### config.mk
export PLATFORM = sky130hd
export DESIGN_NAME = tcw_agu
export DESIGN_NICKNAME = d
export VERILOG_FILES = /design/src/rtl/tcw_agu.sv
export SDC_FILE = /design/constraint.sdc
export NUM_CORES = 1
export LEC_CHECK = 0
export BUFFER_PORTS_ARGS = -buffer_cell sky130_fd_sc_hd__buf_2
export CAP_MARGIN = 20
export CORE_MARGIN = 10
export CORE_UTILIZATION = 40
export DETAILED_ROUTE_END_ITERATION = 8
export PLACE_DENSITY_LB_ADDON = 0.2
export SLEW_MARGIN = 20
export SYNTH_ARGS = -nofsm -noshare
export SYNTH_HDL_FRONTEND = slang
export SYNTH_SLANG_ARGS = --single-unit
### constraint.sdc
create_clock -name vclk -period 6.6
set_input_delay 0.33 -clock vclk [all_inputs]
set_output_delay 0.33 -clock vclk [all_outputs]
set_load 0.01 [all_outputs]
### src/rtl/tcw_agu.sv
// Shared address unit of the text console writer: row * COLUMNS + offset + inc.
// Serves cursor writes, cell reads, scroll copies and fill sweeps. No dependencies.
`default_nettype none

module tcw_agu #(
    parameter int COLUMNS = 80,
    parameter int ROW_W   = 5,
    parameter int OFF_W   = 11,
    parameter int SUM_W   = 15
) (
    input  wire logic [ROW_W-1:0] i_row,
    input  wire logic [OFF_W-1:0] i_off,
    input  wire logic             i_inc,
    output logic      [SUM_W-1:0] o_sum
);

    localparam logic [8:0] COLS = 9'(COLUMNS);

    logic [ROW_W+8:0] prod;

    // Row base, then offset and step
    assign prod  = i_row * COLS;
    assign o_sum = SUM_W'(prod) + SUM_W'(i_off) + SUM_W'(i_inc);

endmodule : tcw_agu

`default_nettype wire
==> results_dict.tcl <==
set metrics [dict create \
    status "completed" \
    dp_hpwl_mm 1.31 \
    p_per_area_mw_per_mm2 140 \
    placed_cells 110 \
    critPathBufInv 2 \
    timing.setup.tns_ps 0 \
    row_count 13 \
    grt_remaining_overflow 0 \
    ys_seq_area_share_pct 0 \
    synth_compound_area_share_pct 21.9 \
    min_to "o_sum[0]" \
    slowest_stage "fa_1" \
    antennaDiodeCount 0 \
    max_cap_viol_count 0 \
    rsz0062_at_grt "no" \
    die_area_mm2 0.00329 \
    gp_congestion 0.759 \
    vdd_drop_max_mv 0.0516 \
    yosysTopAreaCell "ha_1" \
    synthTopCellsByCount "ha_1, xnor2_1, a21oi_1, xor2_1" \
    vias 574 \
    grt_pass1_wl_mm 2.35 \
    layoutNonFillerInstCount 110 \
    first_pass_iters 4 \
    worstPathCellList "buf_2 > ha_1 > ha_1 > fa_1 > xor2_1 > ha_1 > a21o_1 > a21oi_1 > o211ai_1 > xnor2_1 > buf_2" \
    setup_viol 0 \
    die_y_um 57.4 \
    worstHoldPathCells 3 \
    cts_resized 0 \
    dp_slack_ps 3630 \
    post_synth_num_cell_types 25 \
    syn_area_per_cell_um2 8.47 \
    final_net_count 130 \
    crit_top_cell "ha_1" \
    yosys_warnings 0 \
    max_clock_freq_mhz 338 \
    multi_input_area_um2 544 \
    yosysMostFrequentCell "ha_1" \
    path_class "in2out" \
    finalWorstSetupSlack_ps 3650 \
    ioPinCount 32 \
    n_fill_cell 144 \
    timing.final.crit_period_ps 2950 \
    endpoint_kind "primary output" \
    avgViaCountPerCell 5.22 \
    clkbuf_count 0 \
    portBuffers 30 \
    drc_errors 0 \
    place_area_um2 717 \
    synth_top_area_share_pct 33.6 \
    routed_wl_mm 1.40 \
    startpoint_type "input port" \
    crit_arrival_ps 2620 \
    ant_nets 0 \
    syn2layout_area_growth_pct 28.2 \
    route.met2.wl_um 717 \
    finalCritPeriodShare_pct 44.8 \
    synth-simple-area-share_pct 18.1 \
    routed.top_layer "met3" \
    antenna_found_initial 0 \
    drt_iter0_drc 7 \
    cts_hold_buf 0 \
    postCtsSetupBuffers 0 \
    maxSlewViolCount 0 \
    track_usage_pct 7.95 \
    worstPathRequired_ps 6270 \
    muxShareOfSynthArea_pct 0 \
    syn_area_um2 559 \
    die_w_um 57.4 \
    hold_viol 0 \
    seq_cells 0 \
    register_area_um2 0 \
    max_stage_delay_ps 400 \
    wl_met3_um 51 \
    final_util_pct 54.4 \
    wl_met1_um 628 \
    cp_max_fo 5 \
    fp.coreArea_mm2 0.00132 \
    synth-xor-area-share_pct 18.8 \
    grt_max_degree 7 \
    min_from "i_inc" \
    hp-class "in2out" \
    grt_pass1_vias 566 \
    final_layout_size_suffix_gt1_share_pct 34.7 \
    power.leakage_nw 0.390 \
    syn_inst 66 \
    initial_core_util_pct 42.5 \
    synth.area.top_cells "ha_1, xnor2_1, xor2_1" \
    synth-adder-area-share_pct 37.1 \
    cp_top_family "adder cells" \
    wire_per_inst_um 12.7 \
    synth_top_family_by_area "adder cells" \
    design_area_um2 717 \
]
## cell type report
cell class | instances | area share [%]
inverters | 1 | 0.524
multi-input cells | 64 | 75.9
well taps | 15 | 2.62
repair buffers | 30 | 20.9
## worst max-delay path by stage
stage / slack (ps) / to / depth (start not counted) / start
5_1_grt: 3430 / o_sum[11] / 12 / i_row[4]
3_3_place_gp: 3670 / o_sum[11] / 11 / i_row[1]
4_1_cts: 3630 / o_sum[11] / 11 / i_row[1]
2_1_floorplan: 3870 / o_sum[11] / 9 / i_row[1]
6_report: 3650 / o_sum[11] / 11 / i_row[1]
3_5_place_dp: 3630 / o_sum[11] / 11 / i_row[1]
## metrics by stage
step	total power [mW]	hold WS, ps
2_1_floorplan	0.0689	740
5_1_grt	0.113	995
4_1_cts	0.103	964
6_report	0.101	959
3_3_place_gp	0.102	956
3_5_place_dp	0.102	964
## per-layer routing
metal	track usage, %	vias up
li1	-	304
met1	9.09	257
met2	15.8	13
met3	0.885	0
met4	0	0
met5	0	-
## cells in the final DEF (no fill, tap or decap), drive strengths merged
cell / count
a2111oi: 1
a21o: 3
a21oi: 5
a31o: 1
a31oi: 2
a41oi: 1
and2: 1
and3: 3
and4: 1
buf: 30
conb: 2
fa: 1
ha: 15
inv: 1
nand2: 4
nand3: 4
nand4b: 1
nor2: 1
nor2b: 1
nor3: 1
o211ai: 1
o21ai: 2
or2: 1
xnor2: 7
xor2: 5
## power by group
part           switching [mW]  total (mW)  internal [mW]
Clock                       0           0              0
Sequential                  0           0              0
Combinational          0.0536       0.101         0.0471
## kinds of logic after synthesis
group	Yosys count
other	1
adders and majority gates	16
xor gates and xnor gates	12
AOI/OAI and AO/OA	16
and+or+nand+nor	18
buffers and inverters	3
Power figures use the tool's default switching activity.
